--- src/hdl/rational_arith_reduce_unit_defines.svh ---
// Assertion macros for the rational reduce unit
`ifndef RATIONAL_ARITH_REDUCE_UNIT_DEFINES_SVH
`define RATIONAL_ARITH_REDUCE_UNIT_DEFINES_SVH
// check that a condition implies a consequence on the same edge
`define RAR_ASSERT_IMP(label, clk, rstn, ante, cons) \
  label: assert property (@(posedge clk) disable iff (!rstn) (ante) |-> (cons)) \
    else $error("assertion failed");
// check that a condition implies a consequence on the following edge
`define RAR_ASSERT_NXT(label, clk, rstn, ante, cons) \
  label: assert property (@(posedge clk) disable iff (!rstn) (ante) |=> (cons)) \
    else $error("assertion failed");
`endif

--- src/hdl/rar_pkg.sv ---
// Package: widths, operation codes and status codes for the rational unit
package rar_pkg;
  localparam int WIDTH = 32;
  localparam int MW = 64;
  localparam int CW = 7;

  localparam logic [2:0] KIND_NORM = 3'd0;
  localparam logic [2:0] KIND_ADD  = 3'd1;
  localparam logic [2:0] KIND_SUB  = 3'd2;
  localparam logic [2:0] KIND_MUL  = 3'd3;
  localparam logic [2:0] KIND_DIV  = 3'd4;

  localparam logic [1:0] ST_OK   = 2'd0;
  localparam logic [1:0] ST_ZERO = 2'd1;
  localparam logic [1:0] ST_OVF  = 2'd2;

  typedef struct packed {
    logic         start;
    logic [MW-1:0] dividend;
    logic [MW-1:0] divisor;
  } div_req_t;

  typedef struct packed {
    logic         done;
    logic [MW-1:0] quot;
    logic [MW-1:0] rem;
  } div_rsp_t;
endpackage

--- src/hdl/rational_arith_reduce_unit.sv ---
// Top level: operand split, cross products, Euclid GCD and reduction
// Flow: S_MUL1-S_MUL3 and S_COMB, then Euclid steps (S_GCD/S_GWT) and the two reductions
// (S_DIVN, S_DIVD), all on the shared 64-bit bit-serial divider, then S_OUT;
// a zero denominator or divisor goes from S_MUL1 straight to S_OUT.
// One item at a time: busy stays high through out_valid, so no new item is taken before then;
// result shows for one cycle, the receiver cannot stall. Sync reset drops busy/out_valid.
`include "rational_arith_reduce_unit_defines.svh"
module rational_arith_reduce_unit
  import rar_pkg::*;
(
  input  logic               clk,
  input  logic               rst_n,
  input  logic               start,
  output logic               busy,
  input  logic [2:0]         in_kind,
  input  logic signed [31:0] in_a_num,
  input  logic signed [31:0] in_a_den,
  input  logic signed [31:0] in_b_num,
  input  logic signed [31:0] in_b_den,
  output logic               out_valid,
  output logic signed [31:0] out_res_num,
  output logic [30:0]        out_res_den,
  output logic [1:0]         out_status
);
  typedef enum logic [9:0] {
    S_IDLE = 10'b0000000001,
    S_MUL1 = 10'b0000000010,
    S_MUL2 = 10'b0000000100,
    S_MUL3 = 10'b0000001000,
    S_COMB = 10'b0000010000,
    S_GCD  = 10'b0000100000,
    S_GWT  = 10'b0001000000,
    S_DIVN = 10'b0010000000,
    S_DIVD = 10'b0100000000,
    S_OUT  = 10'b1000000000
  } state_t;

  state_t        st_r, st_nxt;
  logic [2:0]    kind_r;
  logic [31:0]   an_r, ad_r, bn_r, bd_r;
  logic          sa_r, sb_r;
  logic [MW-1:0] p0_r, p1_r, p2_r;
  logic [MW-1:0] mag_r, den_r, x_r, y_r;
  logic          neg_r;
  logic [1:0]    stat_r;
  logic          ov_r;
  logic [31:0]   onum_r;
  logic [30:0]   oden_r;
  logic [1:0]    ost_r;
  logic [31:0]   ma, mb;
  logic [MW-1:0] prod;
  logic          s2;
  div_req_t      dreq;
  div_rsp_t      drsp;
  logic [MW-1:0] lim;
  logic          acc;
  // sub-phase flag for S_DIVN/S_DIVD: 0 = launch, 1 = wait
  logic          wait_r;

  function automatic logic [31:0] mag32(input logic [31:0] v);
    mag32 = v[31] ? (~v + 32'd1) : v;
  endfunction

  assign acc  = start && !busy;
  assign lim  = MW'(1) << (WIDTH - 1);
  assign prod = MW'(ma) * MW'(mb);
  assign s2   = (kind_r == KIND_SUB) ? !sb_r : sb_r;

  // one shared 32x32 multiplier, operands chosen per step
  always_comb begin
    ma = an_r;
    mb = bd_r;
    case (st_r)
      S_MUL1: begin
        ma = ad_r;
        mb = (kind_r == KIND_DIV) ? bn_r : bd_r;
      end
      S_MUL2: begin
        ma = (kind_r == KIND_MUL) ? an_r : bn_r;
        mb = (kind_r == KIND_MUL) ? bn_r : ad_r;
      end
      default: begin
        ma = an_r;
        mb = bd_r;
      end
    endcase
  end

  always_comb begin
    dreq.start    = 1'b0;
    dreq.dividend = x_r;
    dreq.divisor  = y_r;
    case (st_r)
      S_GCD:  dreq.start = 1'b1;
      S_DIVN: begin
        dreq.start    = !wait_r;
        dreq.dividend = mag_r;
        dreq.divisor  = x_r;
      end
      S_DIVD: begin
        dreq.start    = !wait_r;
        dreq.dividend = den_r;
        dreq.divisor  = x_r;
      end
      default: dreq.start = 1'b0;
    endcase
  end

  rar_divider u_div (
    .clk  (clk),
    .rst_n(rst_n),
    .req  (dreq),
    .rsp  (drsp)
  );

  always_comb begin
    st_nxt = st_r;
    case (st_r)
      S_IDLE: if (acc) st_nxt = S_MUL1;
      S_MUL1: st_nxt = (stat_r != ST_OK) ? S_OUT : S_MUL2;
      S_MUL2: st_nxt = S_MUL3;
      S_MUL3: st_nxt = S_COMB;
      // a zero numerator runs one Euclid step and reduces to 0/1
      S_COMB: st_nxt = S_GCD;
      S_GCD:  st_nxt = S_GWT;
      S_GWT:  if (drsp.done) st_nxt = (drsp.rem == '0) ? S_DIVN : S_GCD;
      S_DIVN: if (wait_r && drsp.done) st_nxt = S_DIVD;
      S_DIVD: if (wait_r && drsp.done) st_nxt = S_OUT;
      S_OUT:  st_nxt = S_IDLE;
      default: st_nxt = S_IDLE;
    endcase
  end

  always_ff @(posedge clk) begin
    if (!rst_n) begin
      st_r   <= S_IDLE;
      wait_r <= 1'b0;
      ov_r   <= 1'b0;
    end else begin
      st_r <= st_nxt;
      ov_r <= (st_r == S_OUT);
      if (st_r == S_DIVN || st_r == S_DIVD)
        wait_r <= wait_r ? !drsp.done : 1'b1;
      else
        wait_r <= 1'b0;
    end
    case (st_r)
      S_IDLE: if (acc) begin
        kind_r <= in_kind;
        an_r   <= mag32(in_a_num);
        ad_r   <= mag32(in_a_den);
        bn_r   <= mag32(in_b_num);
        bd_r   <= mag32(in_b_den);
        sa_r   <= in_a_num[31] ^ in_a_den[31];
        sb_r   <= in_b_num[31] ^ in_b_den[31];
        if (in_a_den == '0 ||
            ((in_kind == KIND_ADD || in_kind == KIND_SUB || in_kind == KIND_MUL ||
              in_kind == KIND_DIV) && in_b_den == '0) ||
            (in_kind == KIND_DIV && in_b_num == '0))
          stat_r <= ST_ZERO;
        else
          stat_r <= ST_OK;
      end
      S_MUL1: p0_r <= prod;
      S_MUL2: p1_r <= prod;
      S_MUL3: p0_r <= prod;
      default: ;
    endcase
    if (st_r == S_MUL3) begin
      p2_r <= p0_r;
    end
    if (st_r == S_COMB) begin
      // p0_r: an*bd; p1_r: an*bn (mul) or bn*ad; p2_r: denominator product
      case (kind_r)
        KIND_ADD, KIND_SUB: begin
          if (sa_r == s2) begin
            mag_r <= p0_r + p1_r;
            neg_r <= sa_r;
          end else if (p0_r >= p1_r) begin
            mag_r <= p0_r - p1_r;
            neg_r <= sa_r;
          end else begin
            mag_r <= p1_r - p0_r;
            neg_r <= s2;
          end
          den_r <= p2_r;
        end
        KIND_MUL: begin
          mag_r <= p1_r;
          den_r <= p2_r;
          neg_r <= sa_r ^ sb_r;
        end
        KIND_DIV: begin
          mag_r <= p0_r;
          den_r <= p2_r;
          neg_r <= sa_r ^ sb_r;
        end
        default: begin
          mag_r <= MW'(an_r);
          den_r <= MW'(ad_r);
          neg_r <= sa_r;
        end
      endcase
    end
    if (st_r == S_COMB) begin
      case (kind_r)
        KIND_ADD, KIND_SUB: begin
          if (sa_r == s2) x_r <= p0_r + p1_r;
          else if (p0_r >= p1_r) x_r <= p0_r - p1_r;
          else x_r <= p1_r - p0_r;
        end
        KIND_MUL: x_r <= p1_r;
        KIND_DIV: x_r <= p0_r;
        default: x_r <= MW'(an_r);
      endcase
      y_r <= (kind_r == KIND_ADD || kind_r == KIND_SUB || kind_r == KIND_MUL ||
              kind_r == KIND_DIV) ? p2_r : MW'(ad_r);
    end
    if (st_r == S_GWT && drsp.done && drsp.rem != '0) begin
      x_r <= y_r;
      y_r <= drsp.rem;
    end
    if (st_r == S_GWT && drsp.done && drsp.rem == '0) x_r <= y_r;
    if (st_r == S_DIVN && wait_r && drsp.done) mag_r <= drsp.quot;
    if (st_r == S_DIVD && wait_r && drsp.done) den_r <= drsp.quot;
    if (st_r == S_OUT) begin
      if (stat_r != ST_OK) begin
        onum_r <= '0;
        oden_r <= '0;
        ost_r  <= stat_r;
      end else if (mag_r == '0) begin
        onum_r <= '0;
        oden_r <= 31'd1;
        ost_r  <= ST_OK;
      end else if ((neg_r ? (mag_r > lim) : (mag_r >= lim)) || den_r >= lim) begin
        onum_r <= '0;
        oden_r <= '0;
        ost_r  <= ST_OVF;
      end else begin
        onum_r <= neg_r ? (32'd0 - mag_r[31:0]) : mag_r[31:0];
        oden_r <= den_r[30:0];
        ost_r  <= ST_OK;
      end
    end
  end

  // divider dividend for S_DIVN/S_DIVD must only launch once
  assign busy        = (st_r != S_IDLE) || ov_r;
  assign out_valid   = ov_r;
  assign out_res_num = onum_r;
  assign out_res_den = oden_r;
  assign out_status  = ost_r;

  `RAR_ASSERT_NXT(a_start_leaves_idle, clk, rst_n, start && !busy, st_r == S_MUL1)
  `RAR_ASSERT_NXT(a_out_one_cycle, clk, rst_n, out_valid, !out_valid)
  `RAR_ASSERT_IMP(a_err_zero, clk, rst_n, out_valid && out_status != ST_OK,
                  out_res_num == '0 && out_res_den == '0)
endmodule

--- src/hdl/rar_divider.sv ---
// Radix-2 restoring divider, one quotient bit per cycle
module rar_divider
  import rar_pkg::*;
(
  input  logic     clk,
  input  logic     rst_n,
  input  div_req_t req,
  output div_rsp_t rsp
);
  logic          busy_r, busy_nxt;
  logic [CW-1:0] cnt_r, cnt_nxt;
  logic [MW-1:0] q_r, q_nxt;
  logic [MW-1:0] rem_r, rem_nxt;
  logic [MW-1:0] dvs_r, dvs_nxt;
  logic          done_r, done_nxt;
  logic [MW:0]   trial;
  logic [MW:0]   diff;

  always_comb begin
    busy_nxt = busy_r;
    cnt_nxt  = cnt_r;
    q_nxt    = q_r;
    rem_nxt  = rem_r;
    dvs_nxt  = dvs_r;
    done_nxt = 1'b0;
    trial    = {rem_r, q_r[MW-1]};
    diff     = trial - {1'b0, dvs_r};
    if (req.start) begin
      busy_nxt = 1'b1;
      cnt_nxt  = '0;
      q_nxt    = req.dividend;
      rem_nxt  = '0;
      dvs_nxt  = req.divisor;
    end else if (busy_r) begin
      if (!diff[MW]) begin
        rem_nxt = diff[MW-1:0];
        q_nxt   = {q_r[MW-2:0], 1'b1};
      end else begin
        rem_nxt = trial[MW-1:0];
        q_nxt   = {q_r[MW-2:0], 1'b0};
      end
      cnt_nxt = cnt_r + 1'b1;
      if (cnt_r == CW'(MW - 1)) begin
        busy_nxt = 1'b0;
        done_nxt = 1'b1;
      end
    end
  end

  always_ff @(posedge clk) begin
    if (!rst_n) begin
      busy_r <= 1'b0;
      done_r <= 1'b0;
      cnt_r  <= '0;
    end else begin
      busy_r <= busy_nxt;
      done_r <= done_nxt;
      cnt_r  <= cnt_nxt;
    end
    q_r   <= q_nxt;
    rem_r <= rem_nxt;
    dvs_r <= dvs_nxt;
  end

  assign rsp.done = done_r;
  assign rsp.quot = q_r;
  assign rsp.rem  = rem_r;
endmodule

--- config.mk ---
export PLATFORM = sky130hd
export DESIGN_NAME = rational_arith_reduce_unit
export DESIGN_NICKNAME = d
export VERILOG_FILES = /design/src/hdl/rar_pkg.sv /design/src/hdl/rational_arith_reduce_unit.sv /design/src/hdl/rar_divider.sv
export VERILOG_INCLUDE_DIRS = /design/src /design/src/hdl
export SDC_FILE = /design/constraint.sdc
export NUM_CORES = 2
export LEC_CHECK = 0
export BUFFER_PORTS_ARGS = -buffer_cell sky130_fd_sc_hd__buf_2
export CORE_MARGIN = 2
export CORE_UTILIZATION = 50
export CTS_BUF_LIST = sky130_fd_sc_hd__clkbuf_16
export CTS_CLUSTER_DIAMETER = 40
export DETAILED_ROUTE_END_ITERATION = 8
export PLACE_DENSITY_LB_ADDON = 0.3
export SLEW_MARGIN = 15
export SYNTH_ARGS = -nofsm -noshare
export SYNTH_HDL_FRONTEND = slang
export SYNTH_SLANG_ARGS = --single-unit
--- constraint.sdc ---
create_clock -name clk -period 42.3 [get_ports clk]
set_clock_uncertainty 0.15 [all_clocks]
set_input_delay 2.115 -clock clk [delete_from_list [all_inputs] [get_ports clk]]
set_output_delay 2.115 -clock clk [all_outputs]
set_load 0.03 [all_outputs]
=== After elaboration in Yosys (flattened, before gate mapping) ===
Index checks and enable logic that the tools add are counted.

* $add $sub $neg: 10
* $mul: 1
* Order comparisons: 4
* Equality and inequality tests: 25
* Muxes and demuxes: 52
* Bitwise gates (word level): 9
* Reductions and logical operators: 49

{| class="wikitable"
|+ Operator list
! kind !! count
|-
| two-way mux 64 bit || 15
|-
| one-hot mux 128 bit (2 select lines) || 1
|-
| one-hot mux 64 bit (3 select lines) || 1
|-
| adder 32 x 1 -> 32 bit (second input constant) || 4
|-
| >= comparator 64 x 32 -> 1 bit (second input constant) || 2
|-
| logical NOT 64 bit || 2
|-
| two-way mux 32 bit || 4
|-
| inverter 32 bit || 4
|-
| one-hot mux 32 bit (2 select lines) || 2
|-
| subtractor 64 bit || 2
|-
| two-way mux 31 bit || 4
|-
| logical NOT 32 bit || 3
|-
| one-hot mux 10 bit (9 select lines) || 1
|-
| subtractor 65 x 64 -> 65 bit || 1
|-
| adder 64 bit || 1
|-
| >= comparator 64 bit || 1
|-
| greater-than comparator 64 x 32 -> 1 bit (second input constant) || 1
|-
| multiplier 32 x 32 -> 64 bit || 1
|-
| nonzero test 64 bit || 1
|-
| two-way mux 10 bit || 5
|-
| subtractor 1 x 32 -> 32 bit (first input constant) || 1
|-
| two-way mux 1 bit || 13
|-
| == test 3 x 2 -> 1 bit (second input constant) || 4
|-
| logical AND 1 bit || 11
|-
| 32 further kinds || 65
|}

* Flip-flop bits (word level): 862
* Bits of input ports: 134
* Output and inout port bits: 67
* Word-level logic and storage cells: 183

=== Longest topological paths before layout ===
* Depth in word-level cells: 8
* Depth in mapped cells: 42
* Mapped depth without buffers: 37

=== Modules after synthesis ===
From an unflattened synthesis, not the netlist that was laid out.

* Cells, all modules: 9,698
* Area, all modules: 88,149.5 um^2

{| class="wikitable"
|+ Modules (own cells, without submodules)
! module !! instances !! cells each !! area an instance (um^2) !! sequential area each (um^2)
|-
| rational_arith_reduce_unit || 1 || 8,471 || 76,123.0 || 19,698.9
|-
| rar_divider || 1 || 1,227 || 12,026.5 || 5,305.1
|}

=== Least setup slack after synthesis ===
No wires, ideal clock.

* Kind: register to register
* From: register st_r[5]
* To: register p0_r[57], data pin
* Library setup time: 0.263 ns
* Arrival time: 14.217 ns
* Path slack: 27.670 ns
* Stages on the path, launching flop included: 37
* Cells stage by stage: dfxtp_1 -> nor4_1 -> nand2_1 -> nor3_1 -> o21ai_0 -> clkbuf_1 -> clkbuf_1 -> nand2_1 -> and2_0 -> clkbuf_1 -> nor2_1 -> fa_1 -> inv_1 -> fa_1 -> fa_1 -> fa_1 -> inv_1 -> fa_1 -> fa_1 -> fa_1 -> inv_1 -> fa_1 -> inv_1 -> ha_1 -> clkbuf_1 -> a21o_1 -> a21o_1 -> a21oi_1 -> o221a_2 -> o211ai_1 -> a31oi_1 -> o21ai_1 -> a221o_1 -> a21oi_1 -> o21bai_1 -> a31o_2 -> xor2_1

* Longest elaborated chain between the ends: 3
* Elaborated cells on any way between the ends: 5
* Those cells by class: mul: 1; eq/ne: 2; mux: 2

{| class="wikitable"
|+ Ends and longest elaborated chain
! item !! line !! RTL
|-
| start: declaration || rational_arith_reduce_unit.sv:38 || <nowiki>state_t st_r, st_nxt;</nowiki>
|-
| start signal: assignment || rational_arith_reduce_unit.sv:140 || <nowiki>st_r <= st_nxt;</nowiki>
|-
| == test 10 x 3 -> 1 bit or == test 10 x 2 -> 1 bit (tied branches) || rational_arith_reduce_unit.sv:73 || <nowiki>case (st_r)</nowiki>
|-
| one-hot mux 32 bit (2 select lines) || rational_arith_reduce_unit.sv:73 ||
|-
| multiplier 32 x 32 -> 64 bit * || rational_arith_reduce_unit.sv:66 || <nowiki>assign prod = MW'(ma) * MW'(mb);</nowiki>
|-
| named net prod[57] || rational_arith_reduce_unit.sv:51 || <nowiki>logic [MW-1:0] prod;</nowiki>
|-
| end signal: assignment || rational_arith_reduce_unit.sv:164 || <nowiki>S_MUL1: p0_r <= prod;</nowiki>
|-
| end signal: assignment || rational_arith_reduce_unit.sv:166 || <nowiki>S_MUL3: p0_r <= prod;</nowiki>
|-
| end: declaration || rational_arith_reduce_unit.sv:42 || <nowiki>logic [MW-1:0] p0_r, p1_r, p2_r;</nowiki>
|}

Mark *: on every way through the listed nets, which the timed path passes. The rest lies on a longest branch.
A chain may end at the register's enable or synchronous reset.

=== Worst setup path after layout ===
Ends and elaborated chain as after synthesis.

==> flow_results.org <==
** Detailed routing
- Post-route DRC violation count :: 0
- For this block, the initial DRC count from the detailed router was 9510.
- In the final routed layout, each cell accounts on average for between 20 and 30 um.
- Residual antenna-violating net count after detailed routing :: 0
- For this block, the via count after detailed routing is roughly 75000.
- Dividing the detail-routed via count by the number of cells gives around 6.3.
- Detailed-route wire length :: roughly 360000 um
- The first detailed-routing pass ran for 9 iterations.

** Synth
- Synth warn :: 0
- Counting flops and latches in the post-synthesis netlist gives 861.
- Main area contributors after synthesis :: sky130_fd_sc_hd__edfxtp_1, sky130_fd_sc_hd__fa_1, sky130_fd_sc_hd__ha_1, sky130_fd_sc_hd__inv_1, sky130_fd_sc_hd__nor2_1
- Synthesis produced a netlist whose cell count is between 9000 and 10000.
- Total nets after synthesis :: ~11000
- Leading cell type by number of instances after synthesis :: sky130_fd_sc_hd__inv_1
- Yosys top cell by area :: sky130_fd_sc_hd__edfxtp_1
- EDFF count, synth :: 776
- Of all flip-flops after synthesis, the portion carrying an async set or reset was 0%.
- The most used flip-flop cell after synthesis is sky130_fd_sc_hd__edfxtp_1.
- Distinct cell type count after synthesis :: 112
- Avg Cell Area, Syn :: 9.18 um2
- Sequential-to-total area share from yosys stat :: between 20% and 30%
- Area share of the largest cell type after synthesis :: 26.8%
- The mapped netlist covers 86900 um2.
- Ranked by instance count, the synthesized netlist is headed by sky130_fd_sc_hd__inv_1, sky130_fd_sc_hd__nor2_1, sky130_fd_sc_hd__nand2_1, sky130_fd_sc_hd__fa_1, sky130_fd_sc_hd__edfxtp_1.

** Finish
- The final layout contains around 11000 nets.
- The area growth from synthesis to layout is 9.10%.
- Layout cell share with drive strength beyond 1 :: 8.45%
- After filler insertion, the fill cell instance count of the layout stands at 15612.

** Worst setup path
- The worst register-to-register path has a setup slack of 30340 ps.
- In this design, the critical path's most frequently occurring cell is sky130_fd_sc_hd__fa_1.
- WP data arrival :: 12330 ps
- The endpoint identified for the worst register-to-register timing path is p0_r[57].
- The slowest stage of the critical path belongs to the cell sky130_fd_sc_hd__a31oi_1.
- The critical path is of the reg2reg type.
- Setup crit start kind :: flip-flop
- Slowest stage delay, CP :: 700 ps
- The worst setup path is captured at a flip-flop.
- Of all nets on the critical path, the largest fanout is between 40 and 50.
- The number of cells on the worst reg-to-reg path is 37.
- Critical Path RT :: 42670 ps
- The startpoint identified for the worst register-to-register timing path is st_r[5].

** Worst hold path
- Sink of the worst hold path :: u_div.done_r
- Hold path startpoint :: u_div.cnt_r[6]
- Type of the worst min-delay path :: reg2reg
- Counting instances, the worst hold path has a depth of 1.

** Die
- Height of the die :: 421 um
- The die covers 177000 um2.
- Initial core utilization :: 50.2%
- In this run the horizontal extent of the chip is 421 um.
- CORE AREA :: about 170000 um2
- Standard-cell rows :: 153
- Io pins :: 201

** Clock network
- The clock passes through at most 3 buffers.
- Counting the buffers created by CTS gives between 100 and 150.
- Root buf cell :: sky130_fd_sc_hd__clkbuf_16
- Buffers added to address setup during post-CTS repair amount to 0.
- Clock sink count :: ~860
- Hold buffer count at CTS :: 0
- PostCTS Resize Cnt :: 0
- Clock-pin slew was measured on the worst setup and hold paths at 60 ps.
- Clock latency reported for the late side of the worst-skew pair :: 810 ps
- H-tree lvl count :: 4
- TritonCTS built the clock tree.

** STA
- After layout, the minimum clock period comes to 11960 ps.
- The number of failing hold endpoints at the final stage was 0.
- The count of pins over their slew limit is 0.
- Setup repair after global routing missed its margin :: no
- Final-report setup violation count :: 0
- Relative slew slack :: 18.8%
- Dividing the final minimum period by the clock period gives 28.3%.
- For the pin with the worst max-slew slack, the measured transition is 1210 ps.
- Static timing analysis puts the maximum clock frequency at 0.0836 GHz.
- Setup total negative slack :: 0 ps

** GRT
- Antenna violations before repair :: 23
- In the global route stage, overall resource usage came out at 39.4%.
- The number of global-route vias before repair came to 74361.
- The first global-routing pass estimated approximately 500000 um of wire.
- Entering global routing, the biggest net connects 135 pins.
- For this run the aggregate overflow at the end of global routing stands at 0.

** Placement
- At the end of routability-driven placement, the weighted congestion stood at approximately 1.0.
- The count of buffers added on input and output ports is 200.
- The HPWL after detailed placement is 275000 um.

** Outcome
- The run finished with clean final reports.

** Run
- Count of max-cap constraint violations :: 0
==> worst max-delay path by stage <==
| stage | from | end | slack (ps) | cells after the start |
|---|---|---|---|---|
| after floorplan | st_r[5] | p0_r[57] | 27670 | 36 |
| after global placement | st_r[5] | p0_r[63] | 30440 | 33 |
| after detailed placement | st_r[5] | p0_r[57] | 30460 | 37 |
| after CTS | st_r[5] | p0_r[57] | 30440 | 37 |
| after global routing | st_r[5] | p0_r[59] | 29720 | 33 |
| final | st_r[5] | p0_r[57] | 30340 | 37 |
==> metrics by stage <==
stage / instance area [um2] / cells / hold slack [ps] / util [%] / setup WS [ps]
final: 94800 / 11890 / 310 / 54.7 / 30340
after global routing: 94800 / 11876 / 336 / 54.7 / 29720
after CTS: 94700 / 11867 / 312 / 54.7 / 30440
after detailed placement: 90100 / 11624 / 299 / 52.0 / 30460
after global placement: 90100 / 11624 / 297 / 52.0 / 30440
after floorplan: 86900 / 9469 / 284 / - / 27670
==> per-layer routing <==
layer	global-route usage, %	share of wire (%)	vias up
met5	0.484	0.062	-
met4	23.1	7.1	16
met3	8.84	10	1025
met2	60.9	45	4697
met1	50.7	38	37412
li1	-	-	32137
==> cell type report <==
class,count,area (um2),area share (%)
multi-input combinational,6921,55700,58.7
clock inverter,109,1270,1.34
timing repair buffer,360,2220,2.34
inverter,1161,4360,4.60
tap,2325,2910,3.07
clock buffer,134,3350,3.54
sequential,861,25000,26.4
antenna,19,47.5,0.0501
==> cell families (layout without fill, tap and decap cells) <==
group | Yosys count | in the layout | synth area share [%]
AO/OA/AOI/OAI | 2036 | 2036 | 15.0
XOR/XNOR | 335 | 335 | 3.38
AND/OR/NAND/NOR | 2940 | 2940 | 14.9
multiplexers | 187 | 187 | 2.27
adder cells (fa/ha/maj) | 1423 | 1423 | 28.3
other | 0 | 19 | 0
flip-flops | 861 | 861 | 28.8
buffers and inverters | 1687 | 1764 | 7.46
==> cells in the final DEF (no fill, tap or decap), types with 105 or more instances in the layout <==
cell	instances
sky130_fd_sc_hd__a21o_1	131
sky130_fd_sc_hd__a21oi_1	585
sky130_fd_sc_hd__a22oi_1	146
sky130_fd_sc_hd__a31oi_1	158
sky130_fd_sc_hd__buf_2	200
sky130_fd_sc_hd__buf_4	155
sky130_fd_sc_hd__clkbuf_16	134
sky130_fd_sc_hd__edfxtp_1	776
sky130_fd_sc_hd__fa_1	900
sky130_fd_sc_hd__ha_1	523
sky130_fd_sc_hd__inv_1	1162
sky130_fd_sc_hd__mux2i_1	105
sky130_fd_sc_hd__nand2_1	1058
sky130_fd_sc_hd__nor2_1	1135
sky130_fd_sc_hd__o21ai_0	430
sky130_fd_sc_hd__xnor2_1	237
==> worst max-delay path: cells and delay by family, from the launching register on <==
family / cells / cell delay [ps]
compound gates: 12 / 3130
fa+ha+maj: 9 / 4220
flops: 1 / 360
xor+xnor: 1 / 140
buf+inv: 8 / 1670
simple gates: 7 / 1900
Power is not shown: default switching activity piles up to over one toggle a cycle in this logic, so the estimate is an artifact.
